[src/rtl/udf_pkg.sv]
// ----------------------------------------------------------------------------
// udf_pkg: shared types and constants of the packet deframer
// Phase codes, register indexes and the byte type of the data cells.
// ----------------------------------------------------------------------------
package udf_pkg;

  typedef logic [7:0] byte_t;

  // Deframer phases
  typedef enum logic [2:0] {
    PH_HUNT,
    PH_SECOND,
    PH_TYPE,
    PH_LENGTH,
    PH_DATA,
    PH_TRAILER,
    PH_ALIGN,
    PH_EMIT
  } phase_t;

  // Configuration register indexes
  localparam logic [2:0] REG_START_FIRST    = 3'd0;
  localparam logic [2:0] REG_START_SECOND   = 3'd1;
  localparam logic [2:0] REG_TRAILER_VALUE  = 3'd2;
  localparam logic [2:0] REG_LENGTH_LIMIT   = 3'd3;
  localparam logic [2:0] REG_CONFIRM_ENABLE = 3'd4;
  localparam logic [2:0] REG_OK_TYPE_CODE   = 3'd5;

  // Second start byte: compare with the ack bit masked off
  localparam byte_t START_MASK = 8'hFE;

endpackage

[src/rtl/udf_cell.sv]
// ----------------------------------------------------------------------------
// udf_cell: one byte cell of the data chain
// Holds one data byte and takes its neighbor's byte on each shift.
// ----------------------------------------------------------------------------
module udf_cell (
  input  logic           clk,
  input  logic           shift_en,
  input  udf_pkg::byte_t din,
  output udf_pkg::byte_t dout
);
  import udf_pkg::*;

  byte_t data_r;

  // Take the neighbor's byte on a shift, hold otherwise
  always_ff @(posedge clk) begin
    if (shift_en) begin
      data_r <= din;
    end
  end

  assign dout = data_r;

endmodule

[src/rtl/uart_packet_deframer.sv]
// ----------------------------------------------------------------------------
// uart_packet_deframer: frames packets from received link bytes
// Header checks, a row of byte cells for the data and a registered result.
// ----------------------------------------------------------------------------
// Input channel in_valid/in_ready carries one received byte per item. Packets
// are start byte 1, start byte 2, type, length, data, trailer. in_ready is
// high while the block is framing. Data bytes shift into a row of MAX_DATA
// byte cells from the tail end. After a matching trailer the block stops
// taking bytes. For a data packet it first shifts the row so the first data
// byte sits in the head cell, then gives one result item per data byte, one
// per cycle while out_ready is high, popping the head cell each time. A
// confirm or empty packet gives one result item. Data results are read from
// the cell row's single head tap. Results leave through an output register;
// a stalled receiver holds that register and the emitting sequence. Each
// result appears in the cycle after it is generated. A trailer that does not
// match drops the packet silently. Reset (rst_n low, synchronous) returns to
// hunting the first start byte and loads the register defaults; the data
// cells are not cleared. Configuration writes via cfg_we/cfg_index/cfg_wdata
// take effect at once.
// ----------------------------------------------------------------------------
module uart_packet_deframer #(
  parameter int MAX_DATA = 32
) (
  input  logic                clk,
  input  logic                rst_n,
  // configuration
  input  logic                cfg_we,
  input  logic [2:0]          cfg_index,
  input  logic [7:0]          cfg_wdata,
  // byte input
  input  logic                in_valid,
  output logic                in_ready,
  input  logic [7:0]          in_rx_byte,
  // results
  output logic                out_valid,
  input  logic                out_ready,
  output logic                out_is_confirm,
  output logic                out_ack_requested,
  output logic [7:0]          out_packet_type,
  output logic [5:0]          out_packet_length,
  output logic                out_has_data,
  output logic [7:0]          out_data_byte,
  output logic [4:0]          out_byte_index,
  output logic                out_last
);
  import udf_pkg::*;

  localparam int CW = $clog2(MAX_DATA + 1);
  localparam logic [CW-1:0] MAX_CNT = CW'(MAX_DATA);
  localparam logic [6:0]    MAX_LIM = 7'(MAX_DATA);

  // Configuration registers
  byte_t      start_first_r, start_second_r, trailer_value_r, ok_type_code_r;
  logic [5:0] length_limit_r;
  logic       confirm_enable_r;

  // Framing state
  phase_t     phase_r, phase_nxt;
  byte_t      held_second_r, held_second_nxt;
  byte_t      held_type_r, held_type_nxt;
  logic [5:0] held_length_r, held_length_nxt;
  logic [CW-1:0] cnt_r, cnt_nxt;
  logic       single_r, single_nxt;
  logic       single_conf_r, single_conf_nxt;

  // Output register
  logic       out_valid_r, out_valid_nxt;
  logic       out_is_confirm_r, out_ack_r, out_has_data_r, out_last_r;
  byte_t      out_type_r, out_data_r;
  logic [5:0] out_length_r;
  logic [4:0] out_index_r;

  // Chain and control
  byte_t      cell_q [MAX_DATA];
  logic       shift_en;
  logic       in_acc;
  logic       load;
  logic       gen_valid;
  logic       gen_last;
  logic       gen_has;
  logic       gen_conf;
  logic [6:0] limit;
  logic [CW-1:0] len_c;
  logic [CW-1:0] pad;
  logic       trailer_ok;
  logic       head_ok;

  assign in_acc = in_valid && in_ready;
  assign load   = !out_valid_r || out_ready;
  assign len_c  = CW'(held_length_r);
  assign pad    = MAX_CNT - len_c;
  assign limit  = ({1'b0, length_limit_r} > MAX_LIM) ? MAX_LIM : {1'b0, length_limit_r};
  assign head_ok = ((held_second_r & START_MASK) == start_second_r)
                   && (in_rx_byte <= 8'(limit));
  assign trailer_ok = (in_rx_byte == trailer_value_r);

  // Configuration writes
  always_ff @(posedge clk) begin
    if (!rst_n) begin
      start_first_r    <= 8'h55;
      start_second_r   <= 8'hAA;
      trailer_value_r  <= 8'h45;
      length_limit_r   <= 6'd32;
      confirm_enable_r <= 1'b1;
      ok_type_code_r   <= 8'h00;
    end else if (cfg_we) begin
      unique case (cfg_index)
        REG_START_FIRST:    start_first_r    <= cfg_wdata;
        REG_START_SECOND:   start_second_r   <= cfg_wdata;
        REG_TRAILER_VALUE:  trailer_value_r  <= cfg_wdata;
        REG_LENGTH_LIMIT:   length_limit_r   <= cfg_wdata[5:0];
        REG_CONFIRM_ENABLE: confirm_enable_r <= cfg_wdata[0];
        REG_OK_TYPE_CODE:   ok_type_code_r   <= cfg_wdata;
        default: ;
      endcase
    end
  end

  // Next phase and held header fields
  always_comb begin
    phase_nxt       = phase_r;
    held_second_nxt = held_second_r;
    held_type_nxt   = held_type_r;
    held_length_nxt = held_length_r;
    cnt_nxt         = cnt_r;
    single_nxt      = single_r;
    single_conf_nxt = single_conf_r;
    unique case (phase_r)
      PH_HUNT: begin
        if (in_acc && in_rx_byte == start_first_r) begin
          phase_nxt = PH_SECOND;
        end
      end
      PH_SECOND: begin
        if (in_acc) begin
          held_second_nxt = in_rx_byte;
          phase_nxt       = PH_TYPE;
        end
      end
      PH_TYPE: begin
        if (in_acc) begin
          held_type_nxt = in_rx_byte;
          phase_nxt     = PH_LENGTH;
        end
      end
      PH_LENGTH: begin
        if (in_acc) begin
          if (!head_ok) begin
            phase_nxt = PH_HUNT;
          end else begin
            held_length_nxt = in_rx_byte[5:0];
            cnt_nxt         = '0;
            phase_nxt       = (in_rx_byte == 8'd0) ? PH_TRAILER : PH_DATA;
          end
        end
      end
      PH_DATA: begin
        if (in_acc) begin
          cnt_nxt = cnt_r + 1'b1;
          if (cnt_r + 1'b1 >= len_c) begin
            phase_nxt = PH_TRAILER;
          end
        end
      end
      PH_TRAILER: begin
        if (in_acc) begin
          phase_nxt = PH_HUNT;
          if (trailer_ok) begin
            if (confirm_enable_r && held_type_r == ok_type_code_r) begin
              single_nxt      = 1'b1;
              single_conf_nxt = 1'b1;
              phase_nxt       = PH_EMIT;
            end else if (held_length_r == 6'd0) begin
              single_nxt      = 1'b1;
              single_conf_nxt = 1'b0;
              phase_nxt       = PH_EMIT;
            end else begin
              single_nxt      = 1'b0;
              single_conf_nxt = 1'b0;
              cnt_nxt         = pad;
              phase_nxt       = (pad == '0) ? PH_EMIT : PH_ALIGN;
            end
          end
        end
      end
      PH_ALIGN: begin
        cnt_nxt = cnt_r - 1'b1;
        if (cnt_r == CW'(1)) begin
          phase_nxt = PH_EMIT;
        end
      end
      PH_EMIT: begin
        if (load) begin
          if (single_r || cnt_r == len_c - 1'b1) begin
            phase_nxt = PH_HUNT;
          end else begin
            cnt_nxt = cnt_r + 1'b1;
          end
        end
      end
      default: phase_nxt = PH_HUNT;
    endcase
  end

  // Phase outputs: input ready, chain shift, result generation
  always_comb begin
    in_ready  = 1'b0;
    shift_en  = 1'b0;
    gen_valid = 1'b0;
    gen_has   = 1'b0;
    gen_conf  = 1'b0;
    gen_last  = 1'b0;
    unique case (phase_r) inside
      PH_HUNT, PH_SECOND, PH_TYPE, PH_LENGTH, PH_TRAILER: begin
        in_ready = 1'b1;
      end
      PH_DATA: begin
        in_ready = 1'b1;
        shift_en = in_acc;
      end
      PH_ALIGN: begin
        shift_en = 1'b1;
      end
      PH_EMIT: begin
        gen_valid = load;
        gen_has   = !single_r;
        gen_conf  = single_r && single_conf_r;
        gen_last  = single_r || (cnt_r == len_c - 1'b1);
        shift_en  = load && !single_r;
      end
      default: ;
    endcase
  end

  // Phase and header registers
  always_ff @(posedge clk) begin
    if (!rst_n) begin
      phase_r       <= PH_HUNT;
      held_second_r <= '0;
      held_type_r   <= '0;
      held_length_r <= '0;
      cnt_r         <= '0;
      single_r      <= 1'b0;
      single_conf_r <= 1'b0;
    end else begin
      phase_r       <= phase_nxt;
      held_second_r <= held_second_nxt;
      held_type_r   <= held_type_nxt;
      held_length_r <= held_length_nxt;
      cnt_r         <= cnt_nxt;
      single_r      <= single_nxt;
      single_conf_r <= single_conf_nxt;
    end
  end

  // Row of data cells: shift toward the head, new bytes enter at the tail
  for (genvar i = 0; i < MAX_DATA; i++) begin : g_cell
    byte_t din;
    if (i == MAX_DATA - 1) begin : g_tail
      assign din = in_rx_byte;
    end else begin : g_mid
      assign din = cell_q[i+1];
    end
    udf_cell u_cell (
      .clk      (clk),
      .shift_en (shift_en),
      .din      (din),
      .dout     (cell_q[i])
    );
  end

  // Output valid: set on a generated result, clear when taken
  always_comb begin
    out_valid_nxt = out_valid_r;
    if (gen_valid) begin
      out_valid_nxt = 1'b1;
    end else if (out_ready) begin
      out_valid_nxt = 1'b0;
    end
  end

  always_ff @(posedge clk) begin
    if (!rst_n) begin
      out_valid_r <= 1'b0;
    end else begin
      out_valid_r <= out_valid_nxt;
    end
  end

  // Output payload: load with each generated result
  always_ff @(posedge clk) begin
    if (gen_valid) begin
      out_is_confirm_r <= gen_conf;
      out_ack_r        <= held_second_r[0];
      out_type_r       <= held_type_r;
      out_length_r     <= held_length_r;
      out_has_data_r   <= gen_has;
      out_data_r       <= gen_has ? cell_q[0] : 8'd0;
      out_index_r      <= gen_has ? 5'(cnt_r) : 5'd0;
      out_last_r       <= gen_last;
    end
  end

  assign out_valid         = out_valid_r;
  assign out_is_confirm    = out_is_confirm_r;
  assign out_ack_requested = out_ack_r;
  assign out_packet_type   = out_type_r;
  assign out_packet_length = out_length_r;
  assign out_has_data      = out_has_data_r;
  assign out_data_byte     = out_data_r;
  assign out_byte_index    = out_index_r;
  assign out_last          = out_last_r;

endmodule
[config.mk]
export PLATFORM = sky130hd
export DESIGN_NAME = uart_packet_deframer
export DESIGN_NICKNAME = d
export VERILOG_FILES = /design/src/rtl/udf_pkg.sv /design/src/rtl/udf_cell.sv /design/src/rtl/uart_packet_deframer.sv
export SDC_FILE = /design/constraint.sdc
export NUM_CORES = 1
export LEC_CHECK = 0
export BUFFER_PORTS_ARGS = -buffer_cell sky130_fd_sc_hd__buf_2
export CAP_MARGIN = 40
export CORE_MARGIN = 4
export CORE_UTILIZATION = 50
export CTS_BUF_LIST = sky130_fd_sc_hd__clkbuf_4 sky130_fd_sc_hd__clkbuf_8
export DETAILED_ROUTE_END_ITERATION = 8
export HOLD_SLACK_MARGIN = 0.03
export PLACE_DENSITY = 0.69
export SYNTH_ARGS = -nofsm -noshare
export SYNTH_HDL_FRONTEND = slang
export SYNTH_HIERARCHICAL = 1
export SYNTH_SLANG_ARGS = --single-unit
[constraint.sdc]
create_clock -name clk -period 8.4 [get_ports clk]
set_clock_uncertainty 0.2 [all_clocks]
set_input_delay 0.42 -clock clk [delete_from_list [all_inputs] [get_ports clk]]
set_output_delay 0.42 -clock clk [all_outputs]
set_load 0.01 [all_outputs]
* Word-level counts from Yosys, hierarchy flattened *
Index checks and enable logic that the tools add are counted.

storage, ports and cells
  bits in registers = 360
  input port bits = 24

operators by class
  reduce and logical (&&, ||, !) cells = 30
  muxes and demuxes = 37
  add/sub/neg operators = 4
  equality and inequality tests = 33
  magnitude comparators = 3

operator list
  kind                 count
  $mux 6               10
  $mux 3               12
  $eq 8x8->1           4
  $pmux 6 s5           1
  $ne 2x2->1 const B   14
  $pmux 3 s8           1
  $reduce_and 10->1    2
  $eq 3x3->1 const B   6
  $reduce_and 2->1     8
  $eq 3x2->1 const B   4
  $logic_not 6->1      2
  $mux 1               12
  $sub 6x1->6 const B  2
  $le 8x6->1           1
  $logic_not 8->1      1
  $add 6x1->6 const B  1
  $eq 3x1->1 const B   2
  $eq 6x1->1 const B   1
  $eq 6x6->1           1
  $ge 6x6->1           1
  $gt 6x6->1 const B   1
  $logic_and 1x1->1    6
  $logic_not 3->1      2
  $reduce_and 3->1     2
  other kinds (8)      10

* Depth between registers and ports, before layout *
Gate-level depths: netlist (run 1).

  word-level depth = 8
  depth in mapped cells = 10
  depth with buffers taken out = 10

* Hierarchy *
Netlist (run 1), hierarchy kept.

modules (own cells, without submodules)
  module                cells each  area an instance (µm²)  seq. area each (µm²)  times used
  udf_cell              8           240.2                   240.2                 32
  uart_packet_deframer  570         5272.6                  2392.3                1

* Least setup slack after synthesis (run 1) *
Ideal clock, no wire load.

  path kind = register -> register
  from = reg phase_r[1]
  to = reg g_cell[0].u_cell.data_r[0], enable pin
  arrival time = 7.046 ns
  slack = 0.504 ns
  path buffers = 3
  period minus slack after synthesis = 7.896 ns
  stages on the path, launching flop included = 7
  data required time = 7.550 ns
  cell sequence = dfxtp_1 > clkbuf_8 > clkbuf_1 > buf_1 > nand3_1 > o21ai_0 > and2_1

between the ends
  word-level cells in the longest chain between the ends = 5
  elaborated cells on any way between the ends = 12

ends and longest elaborated chain
  what                                      RTL line                     source
  start: declaration                        uart_packet_deframer.sv:58   phase_t phase_r, phase_nxt;
  start signal: assignment                  uart_packet_deframer.sv:246  phase_r <= phase_nxt;
  $eq 3x1->1, or another cell as far along  -
  $reduce_or 6->1 (no line)                 -
  $mux 1                                    uart_packet_deframer.sv:213  unique case (phase_r) inside
  $logic_and 1x1->1                         uart_packet_deframer.sv:88   assign in_acc = in_valid && in_ready;
  $pmux 1 s3 (*)                            uart_packet_deframer.sv:213
  named net shift_en                        uart_packet_deframer.sv:75   logic shift_en;
  end signal: assignment                    udf_cell.sv:18               data_r <= din;
  end: declaration                          udf_cell.sv:13               byte_t data_r;

Mark *: on every way through the listed nets, which the timed path passes. The rest lies on a longest branch.
A chain may end at the register's enable or synchronous reset.

* Final worst setup path (run 1) *
  from = reg phase_r[1]
  to = reg g_cell[20].u_cell.data_r[5], enable pin

between the ends
  word-level cells in the longest chain between the ends = 5
  elaborated cells on any way between the ends = 12

ends and longest elaborated chain
  what                                      RTL line
  $eq 3x1->1, or another cell as far along  -
  $reduce_or 6->1 (no line)                 -
  $mux 1                                    uart_packet_deframer.sv:213
  $logic_and 1x1->1                         uart_packet_deframer.sv:88
  $pmux 1 s3 (*)                            uart_packet_deframer.sv:213
  named net shift_en                        uart_packet_deframer.sv:75
  end signal: assignment                    udf_cell.sv:18
  end: declaration                          udf_cell.sv:13

Marks and branches as above.

==> flow_summary.json, run 1 <==
{
  "status": "finished, final reports clean",
  "slowest_delay_ps": 910,
  "cts_sinks": 360,
  "r2r_cells": 4,
  "grt_pass1_vias": 6530,
  "dpl.hpwl_um": 12620,
  "multi_input_area_sq_um": 2581,
  "start_util_pct": 51.17,
  "crit_fanout": 200,
  "fin_nets": 964,
  "drc_errors": 0,
  "r2r_end": "g_cell[20].u_cell/dout[5]",
  "use_met3_pct": 3.480,
  "first_pass_iters": 5,
  "tns_ps": 0,
  "path_cells": "nor2_1 > o21ai_0 > and2_4 > buf_12",
  "synthTopCellsByCount": "edfxtp_1 (287), nand2_1 (121), dfxtp_1 (73), nor2_1 (42), a21oi_1 (36)",
  "viasPerCell": 5.129,
  "die_h_um": 169.0,
  "routedWlPerCell_um": 16.20,
  "yosysSeqAreaShare_pct": 77.78,
  "finalWeightedCongestion": 0.8473,
  "use_met1_pct": 22.12,
  "drtIter0Drc": 537,
  "grt_pass1_wl_um": 34200,
  "grt_max_degree": 201,
  "numPortBuffers": 56,
  "crit_slowest_cell": "dfxtp_1",
  "worstPathRequired_ps": 8390,
  "track_usage_pct": 14.90,
  "cts_setup_buffers": 0,
  "clk_path_buf_depth": 3,
  "synthesis.nets": 866,
  "synth_area_sq_um": 12960,
  "max_freq_ghz": 0.2881,
  "critPathLaunchType": "flip-flop",
  "cap_violations": 0,
  "place_ws_ps": 5004,
  "antenna_found_initial": 0,
  "finalCriticalPeriod_ps": 3471,
  "crit_start": "phase_r[1]",
  "coreArea_sq_um": 25330,
  "globalRoute.busiestLayer": "met1",
  "use_met2_pct": 21.28,
  "cts-root-buf": "clkbuf_8",
  "synth_top_area_share_pct": 66.50,
  "p_leak_uw": 0.005009,
  "ir_drop_mv": 0.1647,
  "hp-class": "input port to flip-flop",
  "ys_seq_elements": 360,
  "critPathCapture": "g_cell[20].u_cell/dout[5]",
  "num_vias": 6662,
  "fp.dieW_um": 169.0,
  "p_per_area_nw_per_um2": 237.7,
  "critical_path_class": "flip-flop to flip-flop",
  "pin_count": 57,
  "ys_async_sr_fraction_pct": 0,
  "grt_setup_unrepaired": "false",
  "synth_top_flop_cell": "edfxtp_1",
  "drv_slew": 0,
  "cts_resized": 0,
  "ant_nets": 0,
  "drive_gt1_share_pct": 17.23,
  "synthCells": 826,
  "clock_latency_ps": 580,
  "synth_area_leader_cell": "edfxtp_1",
  "rrSetupSlack_ps": 4930,
  "syn_to_final_growth_pct": 13.77,
  "syn_avg_cell_area_sq_um": 15.69,
  "r2r-start": "phase_r[1]",
  "synth_cell_type_count": 60,
  "cts_buffers": 55,
  "synth_edf_count": 287,
  "path_clk_slew_ps": 70,
  "fin_util_pct": 58.22,
  "finalHoldViolations": 0,
  "critPathArrivalTime_ps": 3460,
  "seq_area_sq_um": 10080,
  "setup_violations": 0,
  "antenna_cells": 0,
  "cts_tree": "built",
  "worstMarginPinSlew_ps": 1032,
  "layout_setup_ws_ps": 4929,
  "fill_cells": 1963,
  "slew_headroom_pct": 31.20,
  "htreeDepth": 2,
  "yosys_warnings": 6,
  "wl_um": 21040,
  "num_rows": 58,
  "yosysMostFrequentCell": "edfxtp_1",
  "die-area_sq_um": 28560,
  "timing.final.crit_share_pct": 41.32,
  "end_kind": "flip-flop",
  "cts_hold_buf": 16,
  "grt_overflow_total": 0,
  "synth_area_leaders": "edfxtp_1 (66%), dfxtp_1 (11%), nand2_1 (3.5%)"
}
[registers in the layout (all words and copies together), names as in the netlist, 3 cells and up]
| signal | flops |
|---|---|
| g_cell.u_cell/dout | 256 |
| held_second_r | 8 |
| held_type_r | 8 |
| ok_type_code_r | 8 |
| out_data_byte | 8 |
| out_packet_type | 8 |
| start_first_r | 8 |
| start_second_r | 8 |
| trailer_value_r | 8 |
| cnt_r | 6 |
| held_length_r | 6 |
| length_limit_r | 6 |
| out_packet_length | 6 |
| out_byte_index | 5 |
| phase_r | 3 |
[worst min path at each step]
stage / start / to / slack [ps] / depth (start not counted)
after floorplan: g_cell[1].u_cell/dout[0] / g_cell[0].u_cell/dout[0] / 200 / 0
after global placement: g_cell[31].u_cell/dout[6] / g_cell[30].u_cell/dout[6] / 200 / 0
after detailed placement: g_cell[17].u_cell/dout[4] / g_cell[16].u_cell/dout[4] / 200 / 0
after CTS: rst_n / confirm_enable_r / 30 / 2
after global routing: rst_n / start_second_r[5] / 60 / 2
final: rst_n / start_first_r[2] / 80 / 2
[where the power goes]
group | internal (uW) | switching (uW)
clock | 806 | 637
sequential | 1910 | 25.6
combinational | 51.3 | 71.1
total | 2770 | 733
[area by class of cell]
class                      count  area share, %
clock buffer                  84          6.908
multi-input combinational    418          17.51
clock inverter                18         0.8147
timing repair buffer          76          3.276
sequential                   360          68.36
inverter                      13         0.3310
tap                          330          2.800
[worst max-delay path: cells and delay by family, from the launching register on]
kind | cells | cell delay, ps
compound gates | 1 | 220
simple gates | 2 | 810
buf+inv | 1 | 710
flops | 1 | 910
[kinds of logic after synthesis]
family	after synthesis	synth area share (%)
AND/OR/NAND/NOR	249	8.911
multiplexers	30	2.317
flip-flops	360	77.78
XOR/XNOR	48	3.350
adder cells (fa/ha/maj)	16	1.545
AO/OA/AOI/OAI	75	3.775
buffers and inverters	48	2.327
[layout by cell type, fill, tap and decap left out, drive strengths merged, types with 3 or more instances in the layout]
master       instances
clkbuf              84
nor3b                5
dfxtp               73
ha                  16
a211oi               3
nand2b               3
dlygate4sd3         16
and3                16
and2                 4
mux2i               30
a21oi               36
nand3               25
nor3                 8
nor4                 5
or2                  3
o21ai                8
xnor2               31
nand2              121
nor2b                3
nor2                42
inv                 13
nand4                4
o211ai               5
o2111ai              3
a31oi                5
buf                 60
edfxtp             287
clkinv              16
xor2                16
[per-layer routing]
layer  up-vias  part of all wire, %
li1       3220                    -
met3        51                  6.0
met2       188                   43
met5         -                    0
met4         0                  3.0
met1      3203                   48
[through the flow]
stage | power [uW] | instances | hold slack (ps) | area [sq um]
3_5_place_dp | 2093 | 1181 | 204.5 | 13450
5_1_grt | 3662 | 1299 | 59.62 | 14740
4_1_cts | 3550 | 1299 | 32.30 | 14740
3_3_place_gp | 2089 | 1181 | 202.1 | 13450
2_1_floorplan | 2065 | 826 | 200.3 | 12960
6_report | 3505 | 1299 | 78.24 | 14740
Note: power is estimated with default switching activity, not from simulation.
==> inputs of run 2 (changes only) <==
ABC_AREA = 1   (was not set)
clock period = 3.02 ns   (was 8.4 ns; I/O delays follow)
==> flow_summary.json, run 2 <==
{
  "setup_violations": 0,
  "num_rows": 58,
  "max_freq_ghz": 0.3533,
  "synthTopCellsByCount": "edfxtp_1 (287), nand2_1 (150), inv_1 (92), nor2_1 (85), dfxtp_1 (73)",
  "hp-class": "flip-flop to flip-flop",
  "r2r_cells": 17,
  "num_vias": 7279,
  "slew_headroom_pct": 42.07,
  "route.met3.wl_um": 1196,
  "worstPathRequired_ps": 3260,
  "synthesis.nets": 977,
  "synth_cell_type_count": 36,
  "synth_edf_count": 287,
  "fp.dieW_um": 168.4,
  "drv_slew": 0,
  "largest_register_ffs": 256,
  "grt_pass1_wl_um": 37520,
  "grt_pass1_vias": 7213,
  "p_leak_uw": 0.005752,
  "die-area_sq_um": 28360,
  "critPathArrivalTime_ps": 3070,
  "final_cell_mix": "edfxtp_1 (287), nand2_1 (149), inv_1 (91), nor2_1 (85), dfxtp_1 (71)",
  "fill_cells": 1926,
  "critPathLaunchType": "input port",
  "yosysSeqAreaShare_pct": 78.35,
  "multi_input_area_sq_um": 2366,
  "synth_top_area_share_pct": 66.99,
  "place_area_sq_um": 13700,
  "wl_met2_um": 10570,
  "ys_seq_elements": 360,
  "cts_tree": "built",
  "synth_area_sq_um": 12860,
  "mostFrequentLayoutCell": "edfxtp_1",
  "ant_nets": 0,
  "start_util_pct": 50.94,
  "synth_top_flop_cell": "edfxtp_1",
  "finalWeightedCongestion": 0.8687,
  "clk_path_buf_depth": 3,
  "end_kind": "flip-flop",
  "synth_area_leader_cell": "edfxtp_1",
  "syn_to_final_growth_pct": 17.82,
  "seq_area_sq_um": 10080,
  "clock_latency_ps": 570,
  "path_clk_slew_ps": 60,
  "cts_buffers": 54,
  "cts_resized": 0,
  "r2r_end": "held_length_r[3]",
  "top_layer": "met4",
  "critical_path_class": "input port to flip-flop",
  "synth_area_leaders": "edfxtp_1 (67%), dfxtp_1 (11%), nand2_1 (4.4%)",
  "cts-root-buf": "clkbuf_8",
  "dpl.hpwl_um": 14070,
  "yosysMostFrequentCell": "edfxtp_1",
  "antenna_cells": 0,
  "hp-start": "g_cell[13].u_cell/dout[1]",
  "finalCriticalPeriod_ps": 2831,
  "ir_drop_mv": 0.5344,
  "wl_um": 22690,
  "viasPerCell": 5.017,
  "p_per_area_nw_per_um2": 819.4,
  "timing.final.crit_share_pct": 93.73,
  "antenna_found_initial": 0,
  "cap_violations": 0,
  "coreArea_sq_um": 25250,
  "htreeDepth": 2,
  "finalHoldViolations": 0,
  "drive_gt1_share_pct": 16.86,
  "syn_avg_cell_area_sq_um": 13.73,
  "drtIter0Drc": 618,
  "grt_setup_unrepaired": "false",
  "pin_count": 57,
  "r2r-start": "length_limit_r[2]",
  "cts_sinks": 360,
  "rrSetupSlack_ps": 480,
  "synthCells": 937,
  "die_h_um": 168.4,
  "track_usage_pct": 16.44,
  "status": "finished, final reports clean",
  "drc_errors": 0,
  "fin_util_pct": 60.02,
  "first_pass_iters": 5,
  "grt_overflow_total": 0,
  "wl_met1_um": 10330,
  "routedWlPerCell_um": 15.63,
  "ys_async_sr_fraction_pct": 0,
  "grt_max_degree": 71,
  "yosys_warnings": 6,
  "cts_setup_buffers": 0,
  "stdcell_area_sq_um": 15160,
  "holdPathStages": 0,
  "fin_nets": 1118,
  "min_to": "g_cell[12].u_cell/dout[1]",
  "crit_fanout": 10,
  "worstMarginPinSlew_ps": 864.2,
  "numPortBuffers": 56
}
## run 2: kinds of logic (layout without fill, tap and decap cells)
logic type,Yosys count,after routing,synth area share [%]
AOI/OAI and AO/OA,124,124,5.174
xor gates and xnor gates,22,22,1.605
adders and majority gates,16,16,1.556
and+or+nand+nor,299,299,9.862
buffers and inverters,116,300,3.453
DFF,360,360,78.35
## run 2: power breakdown
group / internal (uW) / leakage (uW) / switching [uW] / total (uW)
sequential: 6570 / 0.00323 / 334 / 6910
clock: 2230 / 0.000596 / 1770 / 4000
combinational: 509 / 0.00192 / 1000 / 1510
## run 2: layer usage
layer,track usage (%),vias to the layer above
li1,-,3551
met2,25.63,195
met3,3.217,51
met1,23.55,3482
met4,5.434,0
met5,0,-
## run 2: area by class of cell
class | instances | area share (%)
well taps | 330 | 2.724
clock buffers | 83 | 6.670
multi-input cells | 461 | 15.61
clock inverters | 16 | 0.7842
flip-flops and latches | 360 | 66.53
inverters | 100 | 2.476
repair buffers | 101 | 5.201
## run 2: worst max-delay path, cell delays in order
cell and delay [ps]:
dlygate4sd3_1 540, buf_2 130, nor2_1 80, dlygate4sd3_1 590, nand2_1 80, nor2_1 100, dlygate4sd3_1 710, clkinv_1 320
o21ai_0 280, a21oi_1 80
## run 2: repair_timing
action	4_1_cts	5_1_grt
hold buffers	33	0
endpoints found under the hold margin	81	0
endpoints found under the setup margin	0	0
## run 2: how the worst max path moves through the flow
stage | start | end | slack (ps)
2_1_floorplan | phase_r[2] | g_cell[0].u_cell/dout[0] | -2680
3_3_place_gp | cnt_r[2] | phase_r[2] | 650
3_5_place_dp | length_limit_r[2] | held_length_r[3] | 520
4_1_cts | cfg_index[2] | trailer_value_r[7] | 350
5_1_grt | cfg_index[2] | trailer_value_r[3] | 50
6_report | cfg_index[2] | trailer_value_r[3] | 190
## run 2: per-stage QoR
step	std cells	TNS [ps]	power, uW	setup WS, ps	hold WS (ps)
floorplan	937	-686070	8060	-2680	49.87
global placement	1319	0	8422	647.8	200.9
detailed placement	1319	0	8492	517.0	204.5
CTS	1451	0	12580	351.7	178.5
global route	1451	0	13110	52.03	208.2
finish	1451	0	12420	189.3	206.6
==> inputs of run 3 (changes only) <==
CELL_PAD_IN_SITES_DETAIL_PLACEMENT = 1   (was not set)
CELL_PAD_IN_SITES_GLOBAL_PLACEMENT = 1   (was not set)
CORE_UTILIZATION = 48   (was 50)
PLACE_DENSITY = not set   (was 0.69)
PLACE_DENSITY_LB_ADDON = 0.1   (was not set)
==> flow_summary.json, run 3 (same netlist as run 2, synthesis figures left out) <==
{
  "htreeDepth": 2,
  "cts_sinks": 360,
  "grt_pass1_wl_um": 41320,
  "antenna_cells": 0,
  "p_total_uw": 12530,
  "status": "finished, final reports clean",
  "multi_input_area_sq_um": 2366,
  "clkPwrFrac_pct": 32.6,
  "critical_path_class": "flip-flop to flip-flop",
  "cts_tree": "built",
  "crit_slowest_cell": "dfxtp_1",
  "crit_fanout": 12,
  "cap_violations": 0,
  "final_cell_mix": "edfxtp_1 (287), nand2_1 (149), inv_1 (91), nor2_1 (85), dfxtp_1 (71)",
  "cts_resized": 0,
  "setup_violations": 0,
  "coreArea_sq_um": 26210,
  "slew_headroom_pct": 51.91,
  "syn_to_final_growth_pct": 17.31,
  "first_pass_iters": 4,
  "finalHoldViolations": 0,
  "hp-class": "flip-flop to flip-flop",
  "clk_path_buf_depth": 3,
  "pin_count": 57,
  "mostFrequentLayoutCell": "edfxtp_1",
  "viasPerCell": 5.061,
  "ant_nets": 0,
  "fill_cells": 2599,
  "grt_setup_unrepaired": "false",
  "num_vias": 7358,
  "wl_um": 25820,
  "largest_register_ffs": 256,
  "antenna_found_initial": 0,
  "drc_errors": 0,
  "worstMarginPinSlew_ps": 721.3,
  "end_kind": "flip-flop",
  "critPathArrivalTime_ps": 2860,
  "numPortBuffers": 56,
  "clock_latency_ps": 590,
  "fin_util_pct": 57.59,
  "die-area_sq_um": 29480,
  "num_rows": 59,
  "tns_ps": 0,
  "start_util_pct": 49.09,
  "finalWeightedCongestion": 0.8412,
  "p_int_uw": 9318,
  "fin_nets": 1119,
  "critPathLaunchType": "flip-flop",
  "comb_power_share_pct": 12.1,
  "path_cells": "nor3_1 > nand3_1 > nand2_1 > nand2_1 > ha_1 > nand2_1 > inv_1 > nand2_1 > nand2_1 > nand2_1 > nand2_1 > nand2_1 > nand2_1 > nor2_2 > nand3_1 > o21ai_0 > a21oi_1",
  "timing.final.crit_share_pct": 86.39,
  "cts_buffers": 57,
  "max_freq_ghz": 0.3833,
  "r2r_cells": 17,
  "drv_slew": 0,
  "holdPathStages": 0,
  "drtIter0Drc": 480,
  "die_h_um": 171.7,
  "worstPathRequired_ps": 3270,
  "cts-root-buf": "clkbuf_8",
  "drive_gt1_share_pct": 16.18,
  "path_clk_slew_ps": 60,
  "dpl.hpwl_um": 16470,
  "p_sw_share_pct": 25.63,
  "seq_area_sq_um": 10080,
  "grt_overflow_total": 0,
  "p_leak_uw": 0.005731,
  "place_area_sq_um": 13650,
  "fp.dieW_um": 171.7,
  "grt_max_degree": 88,
  "p_per_area_nw_per_um2": 830.2,
  "grt_pass1_vias": 7690,
  "finalCriticalPeriod_ps": 2609,
  "routedWlPerCell_um": 17.76,
  "ir_drop_mv": 0.3745,
  "stdcell_area_sq_um": 15090,
  "slowest_delay_ps": 330,
  "cpMostUsedCell": "nand2_1",
  "track_usage_pct": 18.07,
  "p_seq_share_pct": 55.3,
  "p_sw_uw": 3211
}
-- run 3: changes by cell type in the layout (fill, tap and decap cells not counted) --
cell,before,now
buf_4,5,8
clkinvlp_4,2,0
clkbuf_8,62,58
inv_12,0,1
dlygate4sd3_1,33,32
clkinv_2,4,5
inv_8,1,0
clkbuf_4,21,17
clkinv_1,8,15
buf_12,7,3
bufinv_16,1,3
-- run 3: routing by layer --
layer,track usage (%),up-vias,routed length [um]
li1,-,3547,-
met1,24.32,3598,11430
met2,29.53,154,12470
met3,3.287,59,1120
met4,6.958,0,805
met5,0,-,0
-- run 3: power groups by stage --
stage / Sequential, uW / Combinational (uW) / Clock (uW)
global placement: 6960 / 1450 / 0
detailed placement: 7040 / 1510 / 0
global route: 7040 / 1740 / 4440
floorplan: 6990 / 1070 / 0
CTS: 6960 / 1540 / 4210
finish: 6930 / 1520 / 4080
-- run 3: worst max-delay path: cells and delay by family (launching register included) --
kind | cells | cell delay [ps]
and+or+nand+nor | 13 | 1260
AOI/OAI and AO/OA | 2 | 380
DFF | 1 | 330
adders and majority gates | 1 | 260
buffers and inverters | 1 | 40
-- run 3: area by class of cell --
| type | instances | share of cell area (%) |
|---|---|---|
| flip-flops and latches | 360 | 66.82 |
| multi-input cells | 461 | 15.68 |
| clock buffers | 75 | 6.135 |
| repair buffers | 99 | 4.775 |
| well taps | 335 | 2.777 |
| inverters | 100 | 2.487 |
| clock inverters | 24 | 1.326 |
-- run 3: final timing paths --
check,startpoint,endpoint,slack (ps)
min reg2reg,g_cell[11].u_cell/dout[2],g_cell[10].u_cell/dout[2],210
max,length_limit_r[3],held_length_r[3],410
max reg2reg,length_limit_r[3],held_length_r[3],410
min,g_cell[11].u_cell/dout[2],g_cell[10].u_cell/dout[2],210
-- run 3: through the flow --
| step | setup WS (ps) | hold WS, ps | std cells |
|---|---|---|---|
| floorplan | -2680 | 49.87 | 937 |
| global placement | 577.0 | 202.6 | 1323 |
| detailed placement | 405.9 | 205.1 | 1323 |
| CTS | 381.9 | 181.2 | 1454 |
| global route | 21.67 | 202.1 | 1454 |
| finish | 411.1 | 212.9 | 1454 |
-- run 3: what timing repair did --
action	CTS	global route
setup buffers	0	0
hold endpoints to repair	81	0
hold buffers	32	0
